--- config.mk ---
export PLATFORM = sky130hd
export DESIGN_NAME = periodic_task_trigger_table_unit
export DESIGN_NICKNAME = d
export VERILOG_FILES = /design/src/rtl/core/pttt_pkg.sv /design/src/rtl/core/pttt_slot_table.sv /design/src/rtl/core/pttt_eval_unit.sv /design/src/rtl/core/periodic_task_trigger_table_unit.sv
export SDC_FILE = /design/constraint.sdc
export NUM_CORES = 2
export LEC_CHECK = 0
export BUFFER_PORTS_ARGS = -buffer_cell sky130_fd_sc_hd__buf_4
export CAP_MARGIN = 5
export CORE_ASPECT_RATIO = 0.6
export CORE_UTILIZATION = 37
export DETAILED_ROUTE_END_ITERATION = 8
export PLACE_DENSITY = 0.56
export RECOVER_POWER = 25
export REMOVE_ABC_BUFFERS = 1
export SLEW_MARGIN = 20
export SYNTH_ARGS = -nofsm -noshare
export SYNTH_HDL_FRONTEND = slang
export SYNTH_SLANG_ARGS = --single-unit
--- constraint.sdc ---
create_clock -name clk_i -period 23.4 [get_ports clk_i]
set_input_delay 3.51 -clock clk_i [delete_from_list [all_inputs] [get_ports clk_i]]
set_output_delay 3.51 -clock clk_i [all_outputs]
set_load 0.01 [all_outputs]
--- src/rtl/core/pttt_pkg.sv ---
// package for the periodic task trigger table
// sizes, command codes, slot entry and write request types; no dependencies
package pttt_pkg;

  localparam int unsigned Slots      = 16;
  localparam int unsigned KeyBits    = 16;
  localparam int unsigned MaxResults = 16;
  localparam int unsigned SlotW      = (Slots > 1) ? $clog2(Slots) : 1;
  localparam int unsigned CntW       = $clog2(MaxResults + 1);

  typedef enum logic [3:0] {
    CMD_REGISTER     = 4'd0,
    CMD_CLEAR_SLOT   = 4'd1,
    CMD_CLEAR_KEY    = 4'd2,
    CMD_ENABLE_SLOT  = 4'd3,
    CMD_ENABLE_KEY   = 4'd4,
    CMD_INTERVAL_SLOT = 4'd5,
    CMD_INTERVAL_KEY = 4'd6,
    CMD_TICK         = 4'd7,
    CMD_FIND         = 4'd8
  } cmd_e;

  typedef enum logic [2:0] {
    WR_NONE,
    WR_REGISTER,
    WR_CLEAR,
    WR_ENABLE,
    WR_INTERVAL,
    WR_FIRE
  } wr_op_e;

  typedef enum logic [3:0] {
    ST_IDLE  = 4'b0001,
    ST_SCAN  = 4'b0010,
    ST_APPLY = 4'b0100,
    ST_FLUSH = 4'b1000
  } state_e;

  typedef struct packed {
    logic [KeyBits-1:0] key;
    logic               en;
    logic [31:0]        ival;
    logic [31:0]        last_fire;
  } slot_entry_t;

  typedef struct packed {
    wr_op_e             op;
    logic [SlotW-1:0]   idx;
    logic [KeyBits-1:0] key;
    logic               en;
    logic [31:0]        ival;
    logic [31:0]        now;
  } wr_req_t;

  typedef struct packed {
    logic key_match;
    logic due;
  } eval_res_t;

endpackage

--- src/rtl/core/pttt_slot_table.sv ---
// slot table storage: key, enable, interval and last-fire per slot
// one read index, one write request per cycle; uses pttt_pkg
module pttt_slot_table
  import pttt_pkg::*;
(
  input  logic             clk_i,
  input  logic             rst_ni,
  input  logic [SlotW-1:0] rd_idx_i,
  output slot_entry_t      rd_entry_o,
  input  wr_req_t          wr_i
);

  logic [KeyBits-1:0] key_q  [Slots];
  logic               en_q   [Slots];
  logic [31:0]        ival_q [Slots];
  logic [31:0]        lf_q   [Slots];

  always_ff @(posedge clk_i or negedge rst_ni) begin
    if (!rst_ni) begin
      for (int i = 0; i < Slots; i++) begin
        key_q[i]  <= '0;
        en_q[i]   <= 1'b0;
        ival_q[i] <= '0;
        lf_q[i]   <= '0;
      end
    end else begin
      case (wr_i.op)
        WR_REGISTER: begin
          key_q[wr_i.idx]  <= wr_i.key;
          en_q[wr_i.idx]   <= wr_i.en;
          ival_q[wr_i.idx] <= wr_i.ival;
        end
        WR_CLEAR: begin
          key_q[wr_i.idx]  <= '0;
          en_q[wr_i.idx]   <= 1'b0;
          ival_q[wr_i.idx] <= '0;
          lf_q[wr_i.idx]   <= '0;
        end
        WR_ENABLE:   en_q[wr_i.idx]   <= wr_i.en;
        WR_INTERVAL: ival_q[wr_i.idx] <= wr_i.ival;
        WR_FIRE:     lf_q[wr_i.idx]   <= wr_i.now;
        default: ;
      endcase
    end
  end

  assign rd_entry_o.key       = key_q[rd_idx_i];
  assign rd_entry_o.en        = en_q[rd_idx_i];
  assign rd_entry_o.ival      = ival_q[rd_idx_i];
  assign rd_entry_o.last_fire = lf_q[rd_idx_i];

endmodule

--- src/rtl/core/pttt_eval_unit.sv ---
// shared slot evaluator: key compare and elapsed-time due check
// one subtract and compare, reused for every slot of a scan; uses pttt_pkg
module pttt_eval_unit
  import pttt_pkg::*;
(
  input  slot_entry_t        entry_i,
  input  logic [KeyBits-1:0] key_i,
  input  logic [31:0]        now_i,
  output eval_res_t          res_o
);

  logic [31:0] elapsed;

  assign elapsed       = now_i - entry_i.last_fire;
  assign res_o.key_match = (entry_i.key == key_i);
  assign res_o.due     = (entry_i.key != '0) && entry_i.en && (elapsed >= entry_i.ival);

endmodule

--- src/rtl/core/periodic_task_trigger_table_unit.sv ---
// top level of the periodic task trigger table: command sequencer and outputs
// instantiates pttt_slot_table and pttt_eval_unit; uses pttt_pkg
//
// usage:
//   a command transaction is taken at a rising edge with start high and busy
//   low; busy stays high until the last result of that command is shown.
//   results appear on ok_o, found_slot_o, fired_key_o, last_o for one cycle
//   each, marked by valid_o; last_o flags the final result of a command.
//   slot commands give their single result from ST_APPLY, or from ST_FLUSH
//   for a bad slot, through the output registers. key commands walk the
//   table one slot per cycle through the shared evaluator. a tick walks all
//   Slots entries, with fired results spread along the walk and the final
//   one at the end, or earlier once MaxResults slots have fired. the walk
//   length sets the throughput.
//   failures (bad slot, key not found, unknown code) give one result with ok 0.
//   reset clears the whole table and the sequencer at once; the receiver
//   cannot stall, so every result is taken in the cycle it is shown.
module periodic_task_trigger_table_unit
  import pttt_pkg::*;
(
  input  logic        clk_i,
  input  logic        rst_ni,
  input  logic        start,
  output logic        busy,
  input  logic [3:0]  command_i,
  input  logic [7:0]  slot_i,
  input  logic [15:0] task_key_i,
  input  logic [31:0] interval_ms_i,
  input  logic        enable_i,
  input  logic [31:0] now_ms_i,
  output logic        valid_o,
  output logic        ok_o,
  output logic [7:0]  found_slot_o,
  output logic [15:0] fired_key_o,
  output logic        last_o
);

  state_e             state_q, state_d;
  logic [3:0]         cmd_q, cmd_d;
  logic [KeyBits-1:0] key_q, key_d;
  logic [31:0]        ival_q, ival_d;
  logic               en_q, en_d;
  logic [31:0]        now_q, now_d;
  logic [SlotW-1:0]   idx_q, idx_d;
  logic [SlotW-1:0]   pos_q, pos_d;
  logic [CntW-1:0]    cnt_q, cnt_d;
  logic [CntW-1:0]    cnt_next;
  logic               pend_vld_q, pend_vld_d;
  logic [SlotW-1:0]   pend_slot_q, pend_slot_d;
  logic [15:0]        pend_key_q, pend_key_d;
  logic               vld_q, vld_d;
  logic               ok_q, ok_d;
  logic [7:0]         slot_q, slot_d;
  logic [15:0]        fkey_q, fkey_d;
  logic               last_q, last_d;
  logic               last_scan;
  slot_entry_t        entry;
  eval_res_t          ev;
  wr_req_t            wr;

  pttt_slot_table u_table (
    .clk_i      (clk_i),
    .rst_ni     (rst_ni),
    .rd_idx_i   (idx_q),
    .rd_entry_o (entry),
    .wr_i       (wr)
  );

  pttt_eval_unit u_eval (
    .entry_i (entry),
    .key_i   (key_q),
    .now_i   (now_q),
    .res_o   (ev)
  );

  assign last_scan = (idx_q == SlotW'(Slots - 1));
  assign cnt_next  = cnt_q + 1'b1;

  always_comb begin
    state_d     = state_q;
    cmd_d       = cmd_q;
    key_d       = key_q;
    ival_d      = ival_q;
    en_d        = en_q;
    now_d       = now_q;
    idx_d       = idx_q;
    pos_d       = pos_q;
    cnt_d       = cnt_q;
    pend_vld_d  = pend_vld_q;
    pend_slot_d = pend_slot_q;
    pend_key_d  = pend_key_q;
    vld_d       = 1'b0;
    ok_d        = ok_q;
    slot_d      = slot_q;
    fkey_d      = fkey_q;
    last_d      = last_q;
    wr          = '0;
    wr.op       = WR_NONE;
    wr.idx      = pos_q;
    wr.key      = key_q;
    wr.en       = en_q;
    wr.ival     = ival_q;
    wr.now      = now_q;

    unique case (state_q)
      ST_IDLE: begin
        if (start) begin
          cmd_d      = command_i;
          key_d      = KeyBits'(task_key_i);
          ival_d     = interval_ms_i;
          en_d       = enable_i;
          now_d      = now_ms_i;
          idx_d      = '0;
          cnt_d      = '0;
          pend_vld_d = 1'b0;
          unique case (command_i)
            CMD_REGISTER, CMD_CLEAR_SLOT, CMD_ENABLE_SLOT, CMD_INTERVAL_SLOT: begin
              if (slot_i < 8'(Slots)) begin
                pos_d   = slot_i[SlotW-1:0];
                state_d = ST_APPLY;
              end else begin
                state_d = ST_FLUSH;
              end
            end
            CMD_CLEAR_KEY, CMD_ENABLE_KEY, CMD_INTERVAL_KEY, CMD_TICK, CMD_FIND: begin
              state_d = ST_SCAN;
            end
            default: state_d = ST_FLUSH;
          endcase
        end
      end
      ST_SCAN: begin
        idx_d = idx_q + 1'b1;
        if (cmd_q == CMD_TICK) begin
          if (ev.due) begin
            wr.op  = WR_FIRE;
            wr.idx = idx_q;
            if (pend_vld_q) begin
              vld_d  = 1'b1;
              ok_d   = 1'b1;
              slot_d = 8'(pend_slot_q);
              fkey_d = pend_key_q;
              last_d = 1'b0;
            end
            pend_vld_d  = 1'b1;
            pend_slot_d = idx_q;
            pend_key_d  = 16'(entry.key);
            cnt_d       = cnt_next;
            if (last_scan || cnt_next == CntW'(MaxResults)) begin
              state_d = ST_FLUSH;
            end
          end else if (last_scan) begin
            state_d = ST_FLUSH;
          end
        end else begin
          if (ev.key_match) begin
            pos_d   = idx_q;
            state_d = ST_APPLY;
          end else if (last_scan) begin
            state_d = ST_FLUSH;
          end
        end
      end
      ST_APPLY: begin
        unique case (cmd_q)
          CMD_REGISTER:                      wr.op = WR_REGISTER;
          CMD_CLEAR_SLOT, CMD_CLEAR_KEY:       wr.op = WR_CLEAR;
          CMD_ENABLE_SLOT, CMD_ENABLE_KEY:     wr.op = WR_ENABLE;
          CMD_INTERVAL_SLOT, CMD_INTERVAL_KEY: wr.op = WR_INTERVAL;
          default:                           wr.op = WR_NONE;
        endcase
        vld_d   = 1'b1;
        ok_d    = 1'b1;
        slot_d  = 8'(pos_q);
        fkey_d  = '0;
        last_d  = 1'b1;
        state_d = ST_IDLE;
      end
      ST_FLUSH: begin
        vld_d   = 1'b1;
        ok_d    = pend_vld_q;
        slot_d  = pend_vld_q ? 8'(pend_slot_q) : 8'd0;
        fkey_d  = pend_vld_q ? pend_key_q : 16'd0;
        last_d  = 1'b1;
        state_d = ST_IDLE;
      end
      default: state_d = ST_IDLE;
    endcase
  end

  always_ff @(posedge clk_i or negedge rst_ni) begin
    if (!rst_ni) begin
      state_q    <= ST_IDLE;
      vld_q      <= 1'b0;
      pend_vld_q <= 1'b0;
      cnt_q      <= '0;
      idx_q      <= '0;
    end else begin
      state_q    <= state_d;
      vld_q      <= vld_d;
      pend_vld_q <= pend_vld_d;
      cnt_q      <= cnt_d;
      idx_q      <= idx_d;
    end
  end

  always_ff @(posedge clk_i) begin
    cmd_q       <= cmd_d;
    key_q       <= key_d;
    ival_q      <= ival_d;
    en_q        <= en_d;
    now_q       <= now_d;
    pos_q       <= pos_d;
    pend_slot_q <= pend_slot_d;
    pend_key_q  <= pend_key_d;
    ok_q        <= ok_d;
    slot_q      <= slot_d;
    fkey_q      <= fkey_d;
    last_q      <= last_d;
  end

  assign busy         = (state_q != ST_IDLE);
  assign valid_o      = vld_q;
  assign ok_o         = ok_q;
  assign found_slot_o = slot_q;
  assign fired_key_o  = fkey_q;
  assign last_o       = last_q;

  a_state_onehot: assert property (@(posedge clk_i) disable iff (!rst_ni)
    $onehot(state_q)) else $error("sequencer state not one-hot");

  a_start_busy: assert property (@(posedge clk_i) disable iff (!rst_ni)
    start && !busy |=> busy) else $error("accepted command did not raise busy");

  a_mid_is_fire: assert property (@(posedge clk_i) disable iff (!rst_ni)
    valid_o && !last_o |-> ok_o) else $error("non-final result without a fire");

  a_fail_zero: assert property (@(posedge clk_i) disable iff (!rst_ni)
    valid_o && !ok_o |-> found_slot_o == 8'd0 && fired_key_o == 16'd0)
    else $error("failed result carries slot or key");

  a_result_from_busy: assert property (@(posedge clk_i) disable iff (!rst_ni)
    valid_o |-> $past(busy)) else $error("result without a command in flight");

endmodule

# Word-level counts from Yosys, hierarchy flattened
# Index checks and enable logic that the tools add are counted.
# totals
ff_bits	1446
input_bits	96
output_inout_bits	28
elab_cells	243
# classes
n_addsub	3
n_lt_le_gt_ge	5
eq_ne	37
muxes	78
bitwise	9
reduce_logical	30
# op_table
cell	count
512-bit one-hot mux with 2 select lines	2
512-bit bitwise AND	2
512-bit bitwise mux	2
512-bit NOT	1
256-bit one-hot mux with 2 select lines	1
256-bit bitwise AND	1
32-bit binary-select mux with 4-bit select	2
256-bit bitwise mux	1
256-bit NOT	1
32-bit 2-to-1 mux	5
32-bit demux with 4-bit select	1
16-bit 2-to-1 mux	7
16-bit binary-select mux with 4-bit select	1
16-bit demux with 4-bit select	1
4-bit 2-to-1 mux	15
16-bit one-hot mux with 3 select lines	1
4-bit by 3-bit equality test with 1-bit output (second input constant)	9
32-bit greater-or-equal comparator	1
16-bit one-hot mux with 2 select lines	1
4-bit one-hot mux with 2 select lines	4
32-bit subtractor	1
8-bit 2-to-1 mux	3
8-bit one-hot mux with 3 select lines	1
4-bit by 2-bit equality test with 1-bit output (second input constant)	5
other kinds (43)	93

# Logic depth before layout (Yosys ltp)
# logic_depth
word_depth	18
ltp_mapped	34
ltp_nobuf	24

# By module
# Synthesis repeated with hierarchy kept, for this count alone.
# hier_totals
cells_unflattened	4496
area_unflattened_um2	64475.6
# by_module_without_submodules
mod	n_inst	cells_each	area_per_inst_um2	seq_area_each_um2
pttt_slot_table	1	3827	56495.4	32431.1
periodic_task_trigger_table_unit	1	286	5235.0	4310.4
pttt_eval_unit	1	383	2745.1	0.0

# Worst setup path before layout
# Ideal clock, no wire load.
# synth_path
path_kind	reg-to-reg
from	register idx_q[0]
to	register fkey_q[0], in the netlist fired_key_o[0], enable pin
setup_ps	378
arrival_ps	7751
t_required_ps	23022
setup_slack_ps	15272
stages_incl_launch_ff	30
n_path_buf	10
synth_period_minus_slack_ps	8128
path_cell_list	dfrtp_1 > buf_2 > buf_6 > buf_4 > buf_4 > buf_1 > buf_2 > buf_1 > mux4_2 > mux4_2 > ha_1 > nor2b_1 > o2111ai_1 > a32oi_1 > a31oi_1 > o311a_1 > o31ai_1 > a221o_1 > a21oi_1 > xnor2_1 > ha_1 > nand4_1 > nor2_1 > nand2_1 > o21a_1 > clkbuf_1 > nor3_1 > buf_4 > buf_2 > a21o_1
# synth_via
elab_chain_cells	9
elab_cells_between_ends	20
cone_classes	1 x add/sub; 1 x order compare; 1 x eq/ne; 12 x mux; 1 x bitwise; 4 x reduce/logical
# synth_lines
element	line	rtl
from (decl)	periodic_task_trigger_table_unit.sv:44	logic [SlotW-1:0] idx_q, idx_d;
from (signal assigned)	periodic_task_trigger_table_unit.sv:203	idx_q <= idx_d;
4-bit NOT with 5-bit output (implied by the code) *	--	
32-bit binary-select mux with 4-bit select / 16-bit binary-select mux with 4-bit select (equally long branches)	pttt_slot_table.sv:50, pttt_slot_table.sv:47	
32-bit 2-to-1 mux (implied by the code) / 16-bit 2-to-1 mux (equally long branches) (2 in series)	pttt_slot_table.sv:50, pttt_slot_table.sv:47	
32-bit subtractor / 16-bit nonzero test (equally long branches)	pttt_eval_unit.sv:14, pttt_eval_unit.sv:16	
32-bit greater-or-equal comparator / 1-bit logical AND (equally long branches)	pttt_eval_unit.sv:16	assign res_o.due = (entry_i.key != '0) && entry_i.en && (elapsed >= entry_i.ival);
1-bit logical AND *	pttt_eval_unit.sv:16	
2-bit inequality test (no line) *	--	
4-bit AND reduction (no line) *	--	
to (signal assigned)	periodic_task_trigger_table_unit.sv:218	fkey_q <= fkey_d;
to (decl)	periodic_task_trigger_table_unit.sv:54	logic [15:0] fkey_q, fkey_d;
# Every way passes the cells marked *; elsewhere a longest branch is shown, timed or not. The select of a mux whose other input is x is not followed.
# A chain may end at the register's enable or synchronous reset.

# Worst setup path after layout
# layout_path
from	register idx_q[0]
to	register u_table.lf_q[196] (netlist name)
# layout_via
elab_chain_cells	18
elab_cells_between_ends	35
cone_classes	1 x add/sub; 3 x order compare; 2 x eq/ne; 20 x mux; 4 x bitwise; 5 x reduce/logical
# layout_lines
element	line	rtl
4-bit NOT with 5-bit output (implied by the code)	--	
32-bit binary-select mux with 4-bit select / 16-bit binary-select mux with 4-bit select (equally long branches)	pttt_slot_table.sv:50, pttt_slot_table.sv:47	
32-bit 2-to-1 mux (implied by the code) / 16-bit 2-to-1 mux (equally long branches) (2 in series)	pttt_slot_table.sv:50, pttt_slot_table.sv:47	
32-bit subtractor / 16-bit nonzero test (equally long branches)	pttt_eval_unit.sv:14, pttt_eval_unit.sv:16	
32-bit greater-or-equal comparator / 1-bit logical AND (equally long branches)	pttt_eval_unit.sv:16	
1-bit logical AND	pttt_eval_unit.sv:16	
7-bit 2-to-1 mux *	periodic_task_trigger_table_unit.sv:135	if (ev.due) begin
7-bit 2-to-1 mux *	periodic_task_trigger_table_unit.sv:134	if (cmd_q == CMD_TICK) begin
4-bit 2-to-1 mux	periodic_task_trigger_table_unit.sv:105	unique case (state_q)
4-bit NOT with 5-bit output (implied by the code)	pttt_slot_table.sv:37, pttt_slot_table.sv:41	
5-bit greater-or-equal comparator (implied by the code) / 5-bit by 1-bit less-than comparator with 1-bit output (equally long branches)	pttt_slot_table.sv:37, pttt_slot_table.sv:41	
1-bit logical AND (implied by the code)	pttt_slot_table.sv:37, pttt_slot_table.sv:41	
32-bit 2-to-1 mux (implied by the code)	pttt_slot_table.sv:37, pttt_slot_table.sv:41	
32-bit demux with 4-bit select	pttt_slot_table.sv:37, pttt_slot_table.sv:41	
512-bit NOT (no line)	--	
512-bit bitwise AND (no line)	--	
512-bit one-hot mux with 2 select lines	pttt_slot_table.sv:27	case (wr_i.op)
to (signal, indexed assignment)	pttt_slot_table.sv:41	WR_FIRE: lf_q[wr_i.idx] <= wr_i.now;
to (decl)	pttt_slot_table.sv:16	logic [31:0] lf_q [Slots];
# Marks and branches as above.

==> flow_results.org <==
** Global routing
- Number of global-route vias before repair :: 49,485
- Maximum number of pins on one net before global-route repair :: 163
- Global-route usage over all layers :: 26.4%
- For this run the aggregate overflow at the end of global routing stands at 0.
- The first global-routing pass estimated 350,000 um of wire.
- Antenna violations before repair :: 6

** Logic synthesis
- After synthesis the cells add up to 0.0663 mm^2.
- Synthesized area divided by synthesized cell count :: 11.1 um^2
- For this run, asynchronously set or reset flops after synthesis account for 90.9%.
- Leading register cell type out of synthesis :: dfrtp_1
- Register bit total from synthesis :: 1,442
- Number of enable flip-flop cells after synthesis :: 131
- Cells after Synth :: 5,993
- Number of warnings issued by yosys :: 0
- Part of the Yosys area used for sequential elements :: 55.4%
- The synthesized netlist contains 73 unique library cells.

** Drt
- Number of nets still failing antenna checks after routing :: 0
- For this block, the initial DRC count from the detailed router was 6,479.
- Overall routed net length :: 239,000 um
- TritonRoute pass-1 iters :: 6
- For this run, design rule violations remaining after detail routing come to 0.
- In the routed layout, each cell is associated on average with a via count of 6.05.
- Dividing the detail-routed wire length by the instance count gives 28.8 um.
- DR vias :: 50,359

** STA
- The count of pins over their slew limit was 757.
- The final hold violation count is 0.
- Fin Setup TNS :: 0 ns
- Fin Hold WS :: 0.474 ns
- Final min period :: 14.32 ns
- After layout, the worst setup slack is 9.08 ns.
- Setup repair after global routing left no endpoint under its margin.
- Slew @ Worst Pin :: 8.49 ns
- Timing would allow up to 69.8 MHz.
- The worst path uses 61.2% of the clock period.
- Headroom to the max-slew limit came out at -466%.
- Worst Skew :: 0.0658 ns
- Setup violations remaining at the end of the flow were counted as 0.

** CTS
- Clock-pin slew was measured on the worst setup and hold paths at 0.07 ns.
- Number of buffers created by CTS :: 146
- Once the clock tree was built, the setup fixing pass inserted 0 buffers.
- In this run, post-CTS repair resized a total of 0 instances.
- Clk sinks :: 1,442
- The longest clock path from root to sink contains 4 buffers.
- TritonCTS built the clock tree.
- Buffer cell driving the clock tree root :: clkbuf_16
- Worst-Skew Late Latency :: 0.81 ns
- For this design, the CTS-stage hold fixing added 0 buffers.
- H-Tree Depth :: 4

** Floorplan
- In this run the count of I/O pins placed on the die edge is 124.
- Die ar. :: 0.181 mm^2
- After floorplanning, the core was divided into 119 placement rows.
- Chip height :: 330 um
- The floorplan step set the die width to 549 um.
- The initial utilization of the core area, before any placement, comes to 37.5%.
- The floorplan step defined a core boundary enclosing 0.177 mm^2.

** Setup path
- Critical path arrival :: 14.93 ns
- The critical path is of the reg -> reg type.
- CP endpoint kind :: register
- Data required time at the worst endpoint :: 24.01 ns
- The cell that appears most often on the critical path is buf_4.
- For this design, the slowest cell found on the critical path is clkbuf_1.
- Maximum fanout along the worst path :: 101
- Family with the most delay on the worst path :: buffers and inverters
- Count of buffering cells on the critical path with inverters included :: 5
- Traced cell by cell, the critical path runs through clkbuf_1, mux4_2, mux4_2, inv_1, ha_1, and4_1, and3_1, nand2_1, a21oi_1, o311ai_0, a31oi_1, a221oi_1, xnor2_1, ha_1, nand4_1, nor2_1, nand2_1, o21a_1, buf_4, or3_2, buf_4, nor3_2, buf_4, o21ai_0.
- STA classifies the critical path startpoint as a register.
- In this design, the stage delay of the slowest critical-path cell is 5.97 ns.

** Cells and area
- Area of combinational cells with multiple inputs :: 0.0276 mm^2
- Of the cells placed in the final design, the portion with a size suffix greater than 1 is 15.5%.
- Fin util :: 41.9%
- At the end of the flow, the number of nets in the layout was 6,018.
- Sequential cell area :: 0.0367 mm^2
- Layout Area Growth over Synthesis :: 11.7%
- Counting the fill cells in the layout gives 16,473.

** Place
- Before CTS, the worst setup slack after placement is 13.58 ns.
- Half-perimeter wire length after placement :: 132,000 um
- IO Port Bufs :: 119
- Final weighted congestion in routability-driven placement :: 0.892

** Hold path
- The worst hold path belongs to the class reg -> reg.

** Pwr
- VDD sags by at most 0.0888 mV.
- For this design the ratio of total power to cell area is 83.8 mW/mm^2.
- Overall power consumption after layout is estimated at 6.21 mW.
- Leakage power total :: 30.2 nW

** Job
- Max Cap Violations :: 13

** Run status
- Violations in the final reports :: max-capacitance violations, max-slew violations
- Outcome :: complete, but fails checks
[cells by family (layout without fill, tap and decap cells)]
family | after synthesis | in the layout | synth area share [%]
buf+inv | 613 | 580 | 3.69
xor+xnor | 47 | 47 | 0.621
mux | 441 | 441 | 14.0
compound gates | 1483 | 1483 | 13.5
other cells | 1 | 7 | 0.00566
simple gates | 1899 | 1899 | 11.5
flops | 1442 | 1442 | 55.4
fa+ha+maj | 67 | 67 | 1.28
[cell type report]
| class | instances | area share (%) |
|---|---|---|
| Antenna cell | 3 | 0.0101 |
| Multi-Input combinational cell | 3941 | 37.2 |
| Clock buffer | 219 | 6.00 |
| Timing Repair Buffer | 241 | 2.41 |
| Tap cell | 2359 | 3.98 |
| Clock inverter | 37 | 0.361 |
| Inverter | 83 | 0.422 |
| Sequential cell | 1442 | 49.6 |
[layer usage]
metal	GRT usage, %	up-vias	routed length [um]
li1	-	20863	-
met1	40.2	26040	106000
met4	6.02	2	5240
met2	35.4	3065	96100
met5	0	-	13
met3	9.37	389	31800
[placed cells by master (no fill, tap or decap), drive strengths merged, types with 5 or more instances in the layout]
cell type,synthesis,layout
nand2,1638,1638
dfrtp,1310,1310
o21ai,1012,1012
mux4,387,387
clkbuf,378,317
a22o,225,225
buf,152,143
edfxtp,131,131
o2bb2ai,96,96
inv,83,85
nor2,71,71
ha,66,66
a21oi,43,43
nor3,43,43
mux2i,34,34
a21o,31,31
nand3,31,31
clkinv,0,28
xnor2,27,27
xor2,20,20
mux2,20,20
and2,19,19
nor4,17,17
nand4,16,16
and3,13,13
nor2b,12,12
o31ai,11,11
nand2b,10,10
a22oi,7,7
a211o,7,7
o41ai,7,7
o21a,6,6
o22ai,6,6
or3,6,6
a31oi,5,5
clkinvlp,0,5
nor4b,5,5
[registers in the layout (all words and copies together) (netlist names), 4 cells and up]
signal,flops
cmd_q,4
cnt_q,5
fired_key_o,16
found_slot_o,4
idx_q,4
ival_q,32
key_q,16
now_q,32
pend_key_q,16
pend_slot_q,4
pos_q,4
state_q,4
u_table.en_q,16
u_table.ival_q,512
u_table.key_q,256
u_table.lf_q,512
[cells in the mapped netlist, types with 19 or more instances]
master | n | share of area, %
nand2_1 | 1638 | 9.3
dfrtp_1 | 1310 | 49
o21ai_0 | 941 | 7.1
mux4_2 | 387 | 13
clkbuf_1 | 368 | 2.1
a22o_1 | 225 | 3.0
edfxtp_1 | 131 | 5.9
o2bb2ai_1 | 96 | 1.3
buf_1 | 93 | 0.53
inv_1 | 83 | 0.47
nor2_1 | 71 | 0.40
o21ai_1 | 71 | 0.54
ha_1 | 66 | 1.2
a21oi_1 | 43 | 0.32
buf_2 | 43 | 0.32
nor3_1 | 41 | 0.31
a21o_1 | 31 | 0.35
mux2i_1 | 30 | 0.45
xnor2_1 | 27 | 0.36
nand3_1 | 23 | 0.17
mux2_2 | 20 | 0.34
xor2_1 | 20 | 0.26
and2_1 | 19 | 0.18
[where the power goes]
group	internal, mW	switching (mW)
clock network	1.34	1.03
registers	2.65	0.166
logic	0.390	0.629
[worst register-to-register path: stages, from the launching register on]
cell,delay [ns]
dfrtp_1,1.20
clkbuf_1,5.97
mux4_2,1.06
mux4_2,0.50
inv_1,0.17
ha_1,0.34
and4_1,0.29
and3_1,0.19
nand2_1,0.06
a21oi_1,0.05
o311ai_0,0.46
a31oi_1,0.28
a221oi_1,0.37
xnor2_1,0.11
ha_1,0.30
nand4_1,0.11
nor2_1,0.16
nand2_1,0.07
o21a_1,0.19
buf_4,0.25
or3_2,0.52
buf_4,0.34
nor3_2,0.22
buf_4,0.70
o21ai_0,0.27
[path summary, 6_finish.rpt]
| kind | from | to | slack [ns] | depth (start not counted) |
|---|---|---|---|---|
| max | idx_q[0] | u_table.lf_q[196] | 9.08 | 24 |
| min | u_table.ival_q[323] | u_table.ival_q[323] | 0.47 | 2 |
| max reg2reg | idx_q[0] | u_table.lf_q[196] | 9.08 | 24 |
| min reg2reg | u_table.ival_q[323] | u_table.ival_q[323] | 0.47 | 2 |
| max in group asynchronous | rst_ni | u_table.key_q[60] | 10.46 | 4 |
| min in group asynchronous | rst_ni | u_table.ival_q[236] | 5.77 | 1 |
[through the flow]
step                instance area [um^2]  std cells
floorplan                          64200       5466
global placement                   69500       8064
detailed placement                 69500       8064
CTS                                74200       8320
global route                       74100       8324
finish                             74100       8325
(Power assumes the default switching activity.)
